[src/nfpa_pkg.sv]
// ----------------------------------------------------------------------------
// nfpa_pkg: shared types and constants for the next-fit page allocator
// Page geometry, request/response word layouts, codes and search result.
// ----------------------------------------------------------------------------
package nfpa_pkg;

  localparam int unsigned PAGES      = 64;
  localparam int unsigned PAGE_BYTES = 256;
  localparam int unsigned PAGE_W     = $clog2(PAGES);
  localparam int unsigned OFF_W      = $clog2(PAGE_BYTES);
  localparam int unsigned ADDR_W     = PAGE_W + OFF_W;
  localparam int unsigned CNT_W      = PAGE_W + 1;
  localparam int unsigned BYTE_W     = 8;

  // search tree: groups of GRP_N pages
  localparam int unsigned GRP_N  = 8;
  localparam int unsigned GRP_W  = $clog2(GRP_N);
  localparam int unsigned NGRP   = PAGES / GRP_N;
  localparam int unsigned NGRP_W = PAGE_W - GRP_W;

  typedef enum logic [1:0] {
    KIND_ALLOC = 2'd0,
    KIND_FREE  = 2'd1,
    KIND_READ  = 2'd2,
    KIND_WRITE = 2'd3
  } kind_e;

  typedef enum logic [1:0] {
    ST_OK        = 2'd0,
    ST_FULL      = 2'd1,
    ST_NOT_ALLOC = 2'd2
  } status_e;

  typedef struct packed {
    kind_e               kind;
    logic [PAGE_W-1:0]   page;
    logic [OFF_W-1:0]    offset;
    logic [BYTE_W-1:0]   write_byte;
    logic                burst_last;
  } req_t;

  typedef struct packed {
    status_e             status;
    logic [PAGE_W-1:0]   page_given;
    logic [BYTE_W-1:0]   read_byte;
    logic [CNT_W-1:0]    used_pages;
    logic                done_last;
  } rsp_t;

  typedef struct packed {
    logic                found;
    logic [PAGE_W-1:0]   page;
  } srch_t;

endpackage

[src/nfpa_next_fit.sv]
// ----------------------------------------------------------------------------
// nfpa_next_fit: two-stage rotating priority search over the used map
// Stage 1 rotates the free mask to the pointer and summarizes each group;
// stage 2 picks the first group and forms the absolute page number.
// ----------------------------------------------------------------------------
module nfpa_next_fit (
  input  logic                        clk_i,
  input  logic [nfpa_pkg::PAGES-1:0]  used_i,
  input  logic [nfpa_pkg::PAGE_W-1:0] ptr_i,
  output nfpa_pkg::srch_t             srch_o
);
  import nfpa_pkg::*;

  logic [PAGES-1:0]  rot;
  logic [NGRP-1:0]   any_d, any_q;
  logic [GRP_W-1:0]  idx_d [NGRP];
  logic [GRP_W-1:0]  idx_q [NGRP];
  logic [PAGE_W-1:0] ptr_q;
  logic [NGRP_W-1:0] sel;

  // rot[i] = page (ptr + i) is free
  always_comb begin
    rot = PAGES'({~used_i, ~used_i} >> ptr_i);
    for (int g = 0; g < NGRP; g++) begin
      any_d[g] = |rot[g*GRP_N +: GRP_N];
      idx_d[g] = '0;
      for (int b = GRP_N - 1; b >= 0; b--) begin
        if (rot[g*GRP_N + b]) idx_d[g] = GRP_W'(b);
      end
    end
  end

  always_ff @(posedge clk_i) begin
    any_q <= any_d;
    idx_q <= idx_d;
    ptr_q <= ptr_i;
  end

  always_comb begin
    sel = '0;
    for (int g = NGRP - 1; g >= 0; g--) begin
      if (any_q[g]) sel = NGRP_W'(g);
    end
    srch_o.found = |any_q;
    srch_o.page  = ptr_q + {sel, idx_q[sel]};
  end

endmodule

[config.mk]
export PLATFORM = sky130hd
export DESIGN_NAME = nfpa_next_fit
export DESIGN_NICKNAME = d
export VERILOG_FILES = /design/src/nfpa_pkg.sv /design/src/nfpa_next_fit.sv
export SDC_FILE = /design/constraint.sdc
export NUM_CORES = 1
export LEC_CHECK = 0
export BUFFER_PORTS_ARGS = -buffer_cell sky130_fd_sc_hd__buf_2
export CAP_MARGIN = 40
export CORE_MARGIN = 4
export CORE_UTILIZATION = 35
export DETAILED_ROUTE_END_ITERATION = 8
export GPL_TIMING_DRIVEN = 0
export MAX_ROUTING_LAYER = met4
export PLACE_DENSITY = 0.58
export SYNTH_ARGS = -nofsm -noshare
export SYNTH_HDL_FRONTEND = slang
export SYNTH_SLANG_ARGS = --single-unit
[constraint.sdc]
create_clock -name clk_i -period 3.55 [get_ports clk_i]
set_clock_uncertainty 0.1 [all_clocks]
set_input_delay 0.71 -clock clk_i [delete_from_list [all_inputs] [get_ports clk_i]]
set_output_delay 0.71 -clock clk_i [all_outputs]
set_load 0.01 [all_outputs]
After elaboration in Yosys (flattened, before gate mapping) --
Index checks and enable logic that the tools add are counted.
Operators by class: order comparisons 1, reduce and logical (&&, ||, !) cells 25, bitwise logic cells 2, add/sub/neg operators 1, multiplexer cells 67, shifts and indexed selects 1
Operator list (number):
- right shift 128 x 6 -> 64 bit | 1
- two-way mux 3 bit | 42
- OR reduction 8 bit | 9
- inverter 64 bit | 1
- two-way mux 2 bit | 16
- OR reduction 4 bit | 8
- OR reduction 2 bit | 8
- binary-select mux 3 bit (select 3 bit) | 1
- two-way mux 1 bit | 8
- adder 6 bit | 1
- greater-or-equal comparator 4 bit (second input constant) | 1
- inverter 3 -> 4 bit | 1
Word-level totals: bits of input ports 71, word-level logic and storage cells 123, output and inout port bits 7, flip-flop bits (word level) 38

Longest topological paths before layout --
Gate-level depths: netlist of run 1.
word-level depth 13, depth in mapped cells 15, gate-level depth less buffers 15

Worst setup path after synthesis of run 1 --
OpenSTA, ideal clock, no wires.
path kind reg-to-output, from register any_q[6], to output port srch_o[5] (netlist name), cell stages (with the launch flop) 15, required time 2740 ps, slack 73 ps, buffers on the path 0, arrival 2667 ps, cell sequence dfxtp_1 -> inv_1 -> a21oi_1 -> nor2_1 -> nor2_1 -> nor2_1 -> o21bai_1 -> mux4_2 -> mux2_2 -> ha_1 -> a21o_1 -> a21oi_1 -> o21bai_1 -> a21oi_1 -> xnor2_1
RTL lines:
- start, declared | RTL line nfpa_next_fit.sv:15 | logic [NGRP-1:0] any_d, any_q;
- start signal, assigned | RTL line nfpa_next_fit.sv:34 | any_q <= any_d;
- end, declared | RTL line nfpa_next_fit.sv:10 | output nfpa_pkg::srch_t srch_o

==> reports/results.ini, run 1 <==
[routing]
viasPerCell = 6.54
drtIter0Drc = 795
wl_um = 30500
vias = 7152
ant_nets = 0
wl_per_cell_um = 27.9
drcViolationCount = 0
firstDrtPassIters = 5

[setup_path]
worst-path-buf-inv = 2
crit_slowest_cell = mux4_2
cp_cell_sequence = nor2_4 -> nor3_4 -> o31ai_2 -> inv_2 -> mux4_2 -> mux2_4 -> ha_4 -> a21o_1 -> a21oi_2 -> o21bai_1 -> a21oi_1 -> xnor2_1 -> buf_2
critPathTopFamily = multiplexers
worstSetupPathType = register to output port
cp_data_required_time_ns = 2.74
setup.worst_path.end_class = output port
arrival_ns = 3.11
cp_max_fo = 5
startpoint_type = register
critPathMaxStageDelay_ns = 0.57

[worst_hold_path]
hp-class = input pin to register
holdPathEnd = ptr_q[5]
hold_depth = 1
worst_hold_startpoint = ptr_i[5]

[floorplanning]
pin_count = 78
fp-row-count = 52
die_h_um = 152
die_area_um2 = 23100
initial_core_util_pct = 35.8
die-width_um = 152
core_area_um2 = 20300

[timing]
finalSetupViolations = 5
setup_ws_ns = -0.365
maxSlewViolCount = 0
hold_viol = 0
worst_slew_pin_slew_ns = 0.793
period_minus_slack_ns = 3.92
timing.fmax_mhz = 255
min_period_over_period_pct = 110
rsz0062_at_grt = true
slew_headroom_pct = 47.1

[logic_synthesis]
synth_area_leaders = mux4_2 (23%), mux2i_1 (14%), dfxtp_1 (10%), mux2_2 (9.0%), mux4_1 (8.7%)
ys_types = 60
synth_top_cell_by_area = mux4_2
syn_nets = 800
ys_seq_area_share_pct = 10.5
synth_edf_count = 0
syn_area_um2 = 7270
ys_warn_count = 0
synth-main-ff-cell = dfxtp_1
avgSynthCellArea_um2 = 10.1
syn_inst = 723
ys_ff_latch = 38
synth_top_area_share_pct = 22.9
ys_async_sr_fraction_pct = 0

[global_routing]
antenna_found_initial = 0
track_usage_pct = 26.0
grt_max_degree = 14
grt_pass1_wl_um = 45000
overflow = 0
grt_pass1_vias = 6867

[clocking]
ctsRootBufferMaster = clkbuf_16
cts-buffers-inserted = 5
clk_pin_slew_ns = 0.06
postCtsHoldBufs = 0
clockBufferDepth = 2
cts_num_sinks = 38
cts_max_level = 2
cts_tree = done

[placed_design]
placed_cell_area_um2 = 8000
routabilityCongestion = 1.01
io_buffers = 77
dpl.hpwl_um = 25400

[finish]
final_nets = 899
design_area_um2 = 8520
fill_cells = 2022
fin_util_pct = 42.0
drive_above_1_share_pct = 37.3
area_growth_pct = 17.2
diodes = 0
register_area_um2 = 768
final_cell_mix = mux2i_1 (97), buf_2 (88), mux4_2 (75), nand2_1 (69), nor2_1 (63)
mostFrequentLayoutCell = mux2i_1
multi_input_area_um2 = 6220

[pwr]
peakVddDrop_uv = 180
power_leakage_nw = 3.52
powerDensity_nw_per_um2 = 315

[run_status]
status = finished, violations left
failed_checks = negative setup slack

[run]
drv_cap = 0

state kept, by name, indices dropped and copies added (netlist names):
| name | count |
|---|---|
| any_q | 8 |
| idx_q | 24 |
| ptr_q | 6 |
cell type report:
cell class,instances,area share [%]
timing repair buffer,92,6.04
sequential,38,9.02
clock buffer,5,1.47
clock inverter,3,0.808
inverter,13,0.573
tap,270,3.97
buffer,59,5.11
multi-input combinational,613,73.0
synthesized netlist by cell type (all sizes together), types with 14 or more instances:
master,instances
nor2,64
mux4,98
mux2i,105
a21oi,20
clkbuf,18
nand3,14
buf,40
mux2,69
nand2,69
dfxtp,38
o22ai,24
o21ai,24
metrics by stage:
| stage | power [W] | worst slack (ns) | setup TNS, ns | hold slack [ns] | cells |
|---|---|---|---|---|---|
| global route | 0.00281 | -0.518 | -1.83 | 0.444 | 1093 |
| CTS | 0.00262 | -0.376 | -0.975 | 0.449 | 1086 |
| detailed placement | 0.00202 | -0.591 | -5.75 | 0.730 | 1071 |
| floorplan | 0.00151 | 0.0731 | 0 | 0.638 | 723 |
| finish | 0.00269 | -0.365 | -1.14 | 0.454 | 1093 |
| global placement | 0.00202 | -0.548 | -5.85 | 0.733 | 1070 |
report_power, final:
part / total, W / internal (W) / switching [W]
registers: 0.000501 / 0.000483 / 0.0000178
logic: 0.00162 / 0.000682 / 0.000937
clock network: 0.000567 / 0.000403 / 0.000164
total: 0.00269 / 0.00157 / 0.00112
metal layers:
layer	GRT usage (%)	up-vias	part of all wire, %
met4	10.3	0	4.8
met1	34.0	3517	41
li1	-	3077	-
met3	3.36	92	8.1
met5	-	-	0
met2	41.3	466	46
logic make-up (layout without fill, tap and decap cells):
logic type,count (synthesis),in the layout,synth area share (%)
flops,38,38,10.5
buf+inv,72,172,6.40
simple gates,190,190,11.6
fa+ha+maj,6,6,1.14
mux,272,272,56.8
compound gates,140,140,13.0
xor+xnor,5,5,0.603
how the worst max path moves through the flow:
stage                         from        end  slack [ns]  depth (start not counted)
final                     any_q[7]  srch_o[5]       -0.37                         13
after global routing      any_q[7]  srch_o[5]       -0.52                         13
after CTS                 any_q[7]  srch_o[5]       -0.38                         13
after detailed placement  any_q[6]  srch_o[5]       -0.59                         15
after global placement    ptr_i[5]   idx_q[3]       -0.55                         11
after floorplan           any_q[6]  srch_o[5]        0.07                         14
repair_timing:
action,CTS,global route
pin swaps,10,11
gates resized for setup,24,29
endpoints found under the setup margin,7,26
gates cloned,0,0
setup buffers,7,8
Power figures use the tool's default switching activity.
==> run 2: changes to the inputs <==
==> constraint.sdc (replaced) <==
create_clock -name clk_i -period 3.55 [get_ports clk_i]
set_clock_uncertainty 0.1 [all_clocks]
set_input_delay 0.5325 -clock clk_i [delete_from_list [all_inputs] [get_ports clk_i]]
set_output_delay 0.5325 -clock clk_i [all_outputs]
set_load 0.01 [all_outputs]
==> reports/results.ini, run 2 (synthesis results as in run 1) <==
[routing]
drcViolationCount = 0  ; unchanged
firstDrtPassIters = 5  ; unchanged
drtIter0Drc = 827  ; was 795
viasPerCell = 6.57  ; was 6.54
vias = 7175  ; was 7152
ant_nets = 0  ; unchanged
wl_um = 30400  ; was 30500 µm
wl_per_cell_um = 27.9  ; about the same

[floorplanning]
fp-row-count = 52  ; unchanged
initial_core_util_pct = 35.8  ; unchanged
die_h_um = 152  ; unchanged
core_area_um2 = 20300  ; unchanged
die-width_um = 152  ; unchanged
die_area_um2 = 23100  ; unchanged
pin_count = 78  ; unchanged

[global_routing]
grt_pass1_vias = 6870  ; was 6867
grt_use_met3_pct = 3.24  ; was 3.36%
grt_pass1_wl_um = 45000  ; about the same
antenna_found_initial = 1  ; was 0
track_usage_pct = 26.0  ; about the same
gr-usage-met1_pct = 34.0  ; about the same
met2_usage_pct = 41.5  ; was 41.3%
grt.busiest_layer = met2  ; unchanged
overflow = 0  ; unchanged
grt_max_degree = 14  ; unchanged

[run_status]
failed_checks = negative setup slack  ; unchanged
status = finished, violations left  ; unchanged

[clocking]
clockBufferDepth = 2  ; unchanged
cts_tree = done  ; unchanged
cts_num_sinks = 38  ; unchanged
cts-buffers-inserted = 5  ; unchanged
cts_max_level = 2  ; unchanged
postCtsHoldBufs = 0  ; unchanged
ctsRootBufferMaster = clkbuf_16  ; unchanged
clk_pin_slew_ns = 0.06  ; about the same

[setup_path]
cp_max_fo = 5  ; unchanged
worstSetupPathType = register to output port  ; unchanged
arrival_ns = 3.11  ; about the same
crit_start = any_q[7]  ; unchanged
setup.worst_path.end_class = output port  ; unchanged
startpoint_type = register  ; unchanged
cp_data_required_time_ns = 2.92  ; was 2.74 ns

[pwr]
powerDensity_nw_per_um2 = 315  ; about the same
fin_total_pwr_w = 0.00267  ; was 0.00269 W
peakVddDrop_uv = 180  ; about the same
power_leakage_nw = 3.52  ; about the same

[run]
drv_cap = 0  ; unchanged

[placed_design]
io_buffers = 77  ; unchanged
place_ws_ns = -0.413  ; was -0.591 ns
dpl.hpwl_um = 25400  ; unchanged
routabilityCongestion = 1.01  ; unchanged

[timing]
hold_viol = 0  ; unchanged
setup_tns_ns = -0.369  ; was -1.14 ns
timing.fmax_mhz = 268  ; was 255 MHz
maxSlewViolCount = 0  ; unchanged
finalSetupViolations = 3  ; was 5
min_period_over_period_pct = 105  ; was 110%
setup_ws_ns = -0.188  ; was -0.365 ns
rsz0062_at_grt = true  ; unchanged
period_minus_slack_ns = 3.74  ; was 3.92 ns
worst_slew_pin_slew_ns = 0.798  ; was 0.793 ns
slew_headroom_pct = 46.8  ; was 47.1%

[worst_hold_path]
hp-class = input pin to register  ; unchanged
holdPathEnd = ptr_q[5]  ; unchanged
hold_depth = 1  ; unchanged
worst_hold_startpoint = ptr_i[5]  ; unchanged

[finish]
regMostFlops = idx_q  ; unchanged
reg_top3 = idx_q (24), any_q (8), ptr_q (6)  ; unchanged
fin_util_pct = 41.7  ; was 42.0%
area_growth_pct = 16.6  ; was 17.2%
drive_above_1_share_pct = 36.0  ; was 37.3%
diodes = 0  ; unchanged
final_nets = 898  ; was 899
largest_register_ffs = 24  ; unchanged
final_cell_mix = mux2i_1 (101), buf_2 (92), mux4_2 (74), nand2_1 (69), nor2_1 (63)  ; was mux2i_1 (97), buf_2 (88), mux4_2 (75), nand2_1 (69), nor2_1 (63)
mostFrequentLayoutCell = mux2i_1  ; unchanged

[run 2: cell types whose count changed in the layout (fill, tap and decap cells not counted), moves of 2 or more]
cell      previous run  this run
clkbuf_4             4         0
mux2i_1             97       101
a211oi_1            11        13
mux2i_2              6         1
o21ai_0             15        18
buf_2               88        92
a211oi_2             2         0
o21ai_1              9         6
[run 2: through the flow]
| stage | std cells | hold WS, ns | area (µm²) |
|---|---|---|---|
| floorplan | 723 | 0.460 | 7270 |
| global placement | 1070 | 0.556 | 7990 |
| detailed placement | 1071 | 0.552 | 8000 |
| CTS | 1086 | 0.272 | 8320 |
| global route | 1092 | 0.267 | 8470 |
| finish | 1092 | 0.276 | 8470 |
[run 2: worst max-delay path by stage]
stage	depth (start not counted)	slack, ns	to
floorplan	14	0.25	srch_o[5]
global route	13	-0.34	srch_o[5]
CTS	13	-0.20	srch_o[5]
finish	13	-0.19	srch_o[5]
detailed placement	15	-0.41	srch_o[5]
global placement	11	-0.37	idx_q[3]
[run 2: timing repair]
item | in CTS | in global routing
buffers inserted | 7 | 7
endpoints found under the setup margin | 6 | 6
pin swaps | 10 | 11
resized for setup | 17 | 19
[run 2: cell type report]
class | count | area [µm²]
sequential | 38 | 768
multi-input combinational | 613 | 6190
inverter | 13 | 48.8
fill | 2026 | 11800
buffer | 59 | 420
tap | 270 | 338
timing repair buffer | 91 | 507
clock buffer | 5 | 125
clock inverter | 3 | 68.8
[run 2: metal layers]
metal  routed length, µm  vias to the layer above
li1                    -                     3076
met1               12300                     3511
met2               14000                      488
met3                2650                      100
met4                1570                        0
met5                   0                        -
[run 2: power breakdown]
| group | leakage (nW) | internal [W] | switching [W] |
|---|---|---|---|
| Sequential | 0.314 | 0.000483 | 0.0000178 |
| Combinational | 3.11 | 0.000672 | 0.000930 |
| Clock | 0.0940 | 0.000403 | 0.000165 |
[run 2: critical path, cell delays in order (launching register included)]
cell	delay [ns]
dfxtp_4	0.37
nor2_4	0.04
nor3_4	0.19
o31ai_2	0.08
inv_2	0.16
mux4_2	0.57
mux2_4	0.32
ha_4	0.21
a21o_1	0.19
a21oi_2	0.15
o21bai_1	0.08
a21oi_1	0.19
xnor2_1	0.13
buf_2	0.14
==> run 3: changes to the inputs <==
PLACE_DENSITY = 0.56   (was 0.58)
SKIP_CTS_REPAIR_TIMING = 1   (was not set)
clock period = 3.9 ns   (was 3.55 ns; I/O delays follow)
==> reports/results.ini, run 3 (synthesis results as in run 1) <==
[run_status]
status = complete, no violations  ; was finished, violations left

[global_routing]
antenna_found_initial = 0  ; was 1
track_usage_pct = 24.9  ; was 26.0%
grt_pass1_vias = 6790  ; was 6870
grt_pass1_wl_um = 43500  ; was 45000 µm
overflow = 0  ; unchanged
grt_max_degree = 13  ; was 14

[finish]
largest_register_ffs = 24  ; unchanged
regMostFlops = idx_q  ; unchanged
drive_above_1_share_pct = 33.0  ; was 36.0%
reg_top3 = idx_q (24), any_q (8), ptr_q (6)  ; unchanged
mostFrequentLayoutCell = mux2i_1  ; unchanged
fill_cells = 2043  ; was 2026
area_growth_pct = 12.7  ; was 16.6%
final_cell_mix = mux2i_1 (105), buf_2 (93), mux4_2 (74), nand2_1 (69), nor2_1 (64)  ; was mux2i_1 (101), buf_2 (92), mux4_2 (74), nand2_1 (69), nor2_1 (63)
instances_no_fill = 1081  ; was 1092
final_nets = 887  ; was 898
diodes = 0  ; unchanged

[timing]
rsz0062_at_grt = true  ; unchanged
slew_headroom_pct = 46.6  ; was 46.8%
maxSlewViolCount = 0  ; unchanged
min_period_over_period_pct = 98.7
hold_viol = 0  ; unchanged
setup_tns_ns = 0  ; was -0.369 ns
hold_ws_ns = 0.322  ; was 0.276 ns
finalSetupViolations = 0  ; was 3
timing.fmax_mhz = 260
period_minus_slack_ns = 3.85
worst_slew_pin_slew_ns = 0.802  ; was 0.798 ns

[floorplanning]
die-width_um = 152  ; unchanged
core_area_um2 = 20300  ; unchanged
fp-row-count = 52  ; unchanged
pin_count = 78  ; unchanged
initial_core_util_pct = 35.8  ; unchanged
die_area_um2 = 23100  ; unchanged
die_h_um = 152  ; unchanged

[placed_design]
dpl.cell_count = 1071  ; unchanged
io_buffers = 77  ; unchanged
routabilityCongestion = 1.07  ; was 1.01
dpl.hpwl_um = 24500  ; was 25400 µm

[clocking]
cts_tree = done  ; unchanged
cts-buffers-inserted = 5  ; unchanged
ctsRootBufferMaster = clkbuf_16  ; unchanged
clk_pin_slew_ns = 0.05  ; was 0.06 ns
cts_max_level = 2  ; unchanged
clockBufferDepth = 2  ; unchanged
cts_num_sinks = 38  ; unchanged

[setup_path]
cp_max_fo = 7  ; was 5
critPathMaxStageDelay_ns = 0.44  ; was 0.57 ns
worst-path-buf-inv = 3  ; was 2
critPathTopFamily = multiplexers  ; unchanged
arrival_ns = 3.17  ; was 3.11 ns
setup.worst_path.end_class = output port  ; unchanged
worstSetupPathType = register to output port  ; unchanged
startpoint_type = register  ; unchanged
crit_slowest_cell = mux4_2  ; unchanged
cp_cell_sequence = nor2_1 -> nor3_1 -> o31ai_1 -> inv_2 -> buf_4 -> mux4_2 -> mux2_2 -> ha_1 -> a21oi_2 -> o21bai_1 -> a21oi_1 -> xnor2_1 -> buf_2  ; was nor2_4 -> nor3_4 -> o31ai_2 -> inv_2 -> mux4_2 -> mux2_4 -> ha_4 -> a21o_1 -> a21oi_2 -> o21bai_1 -> a21oi_1 -> xnor2_1 -> buf_2
cp_data_required_time_ns = 3.21  ; was 2.92 ns

[worst_hold_path]
hp-class = input pin to register  ; unchanged
holdPathEnd = ptr_q[4]  ; was ptr_q[5]
hold_depth = 1  ; unchanged
worst_hold_startpoint = ptr_i[4]  ; was ptr_i[5]

[run]
drv_cap = 0  ; unchanged

[routing]
drtIter0Drc = 810  ; was 827
wl_per_cell_um = 27.3  ; was 27.9 µm
firstDrtPassIters = 5  ; unchanged
viasPerCell = 6.63  ; was 6.57
drcViolationCount = 0  ; unchanged
wl_um = 29500  ; was 30400 µm
vias = 7172  ; was 7175
ant_nets = 0  ; unchanged

[pwr]
power_leakage_nw = 3.42  ; was 3.52 nW
powerDensity_nw_per_um2 = 276  ; was 315 nW/µm²
peakVddDrop_uv = 150  ; was 180 µV

run 3: cell types whose count changed in the layout (fill, tap and decap cells not counted), moves of 3 or more:
cell / change
buf_4: -10
ha_4: -3
mux2i_1: +4
ha_1: +3
mux2i_4: -3
run 3: metal layers:
metal  global-route usage (%)  routed length (µm)  up-vias  part of all wire (%)
li1                         -                   -     3059                     -
met1                     33.4               12000     3515                    41
met2                     39.1               13600      524                    46
met3                     4.35                3030       74                    10
met4                     6.25                 943        0                   3.2
met5                        -                   0        -                     0
run 3: worst max path at each step:
| stage | startpoint | to | slack (ns) | depth (start not counted) |
|---|---|---|---|---|
| after floorplan | any_q[6] | srch_o[5] | 0.55 | 14 |
| after global placement | any_q[6] | srch_o[5] | -0.08 | 15 |
| after detailed placement | ptr_i[5] | idx_q[3] | -0.1 | 11 |
| after CTS | any_q[6] | srch_o[5] | -0.37 | 15 |
| after global routing | any_q[6] | srch_o[5] | -0.06 | 13 |
| final | any_q[6] | srch_o[5] | 0.05 | 13 |
run 3: report_power, final:
part	switching [W]	internal (W)	leakage [nW]	total, W
clock network	0.000149	0.000253	0.0729	0.000402
logic	0.000819	0.000582	3.03	0.00140
registers	0.0000142	0.000441	0.314	0.000455
run 3: area by class of cell:
class | count | area, µm² | share of cell area (%)
clock inverter | 2 | 12.5 | 0.153
multi-input combinational | 613 | 6060 | 74.0
buffer | 58 | 413 | 5.04
timing repair buffer | 81 | 413 | 5.04
inverter | 13 | 48.8 | 0.596
clock buffer | 6 | 139 | 1.70
tap | 270 | 338 | 4.13
sequential | 38 | 761 | 9.29
run 3: per-stage QoR:
step | utilization [%] | worst slack (ns) | instance area (µm²) | power [W]
floorplan | - | 0.548 | 7270 | 0.00137
global placement | 39.4 | -0.0817 | 7990 | 0.00181
detailed placement | 39.4 | -0.0988 | 8000 | 0.00181
CTS | 40.1 | -0.373 | 8150 | 0.00222
global route | 40.3 | -0.0566 | 8190 | 0.00235
finish | 40.3 | 0.0496 | 8190 | 0.00226
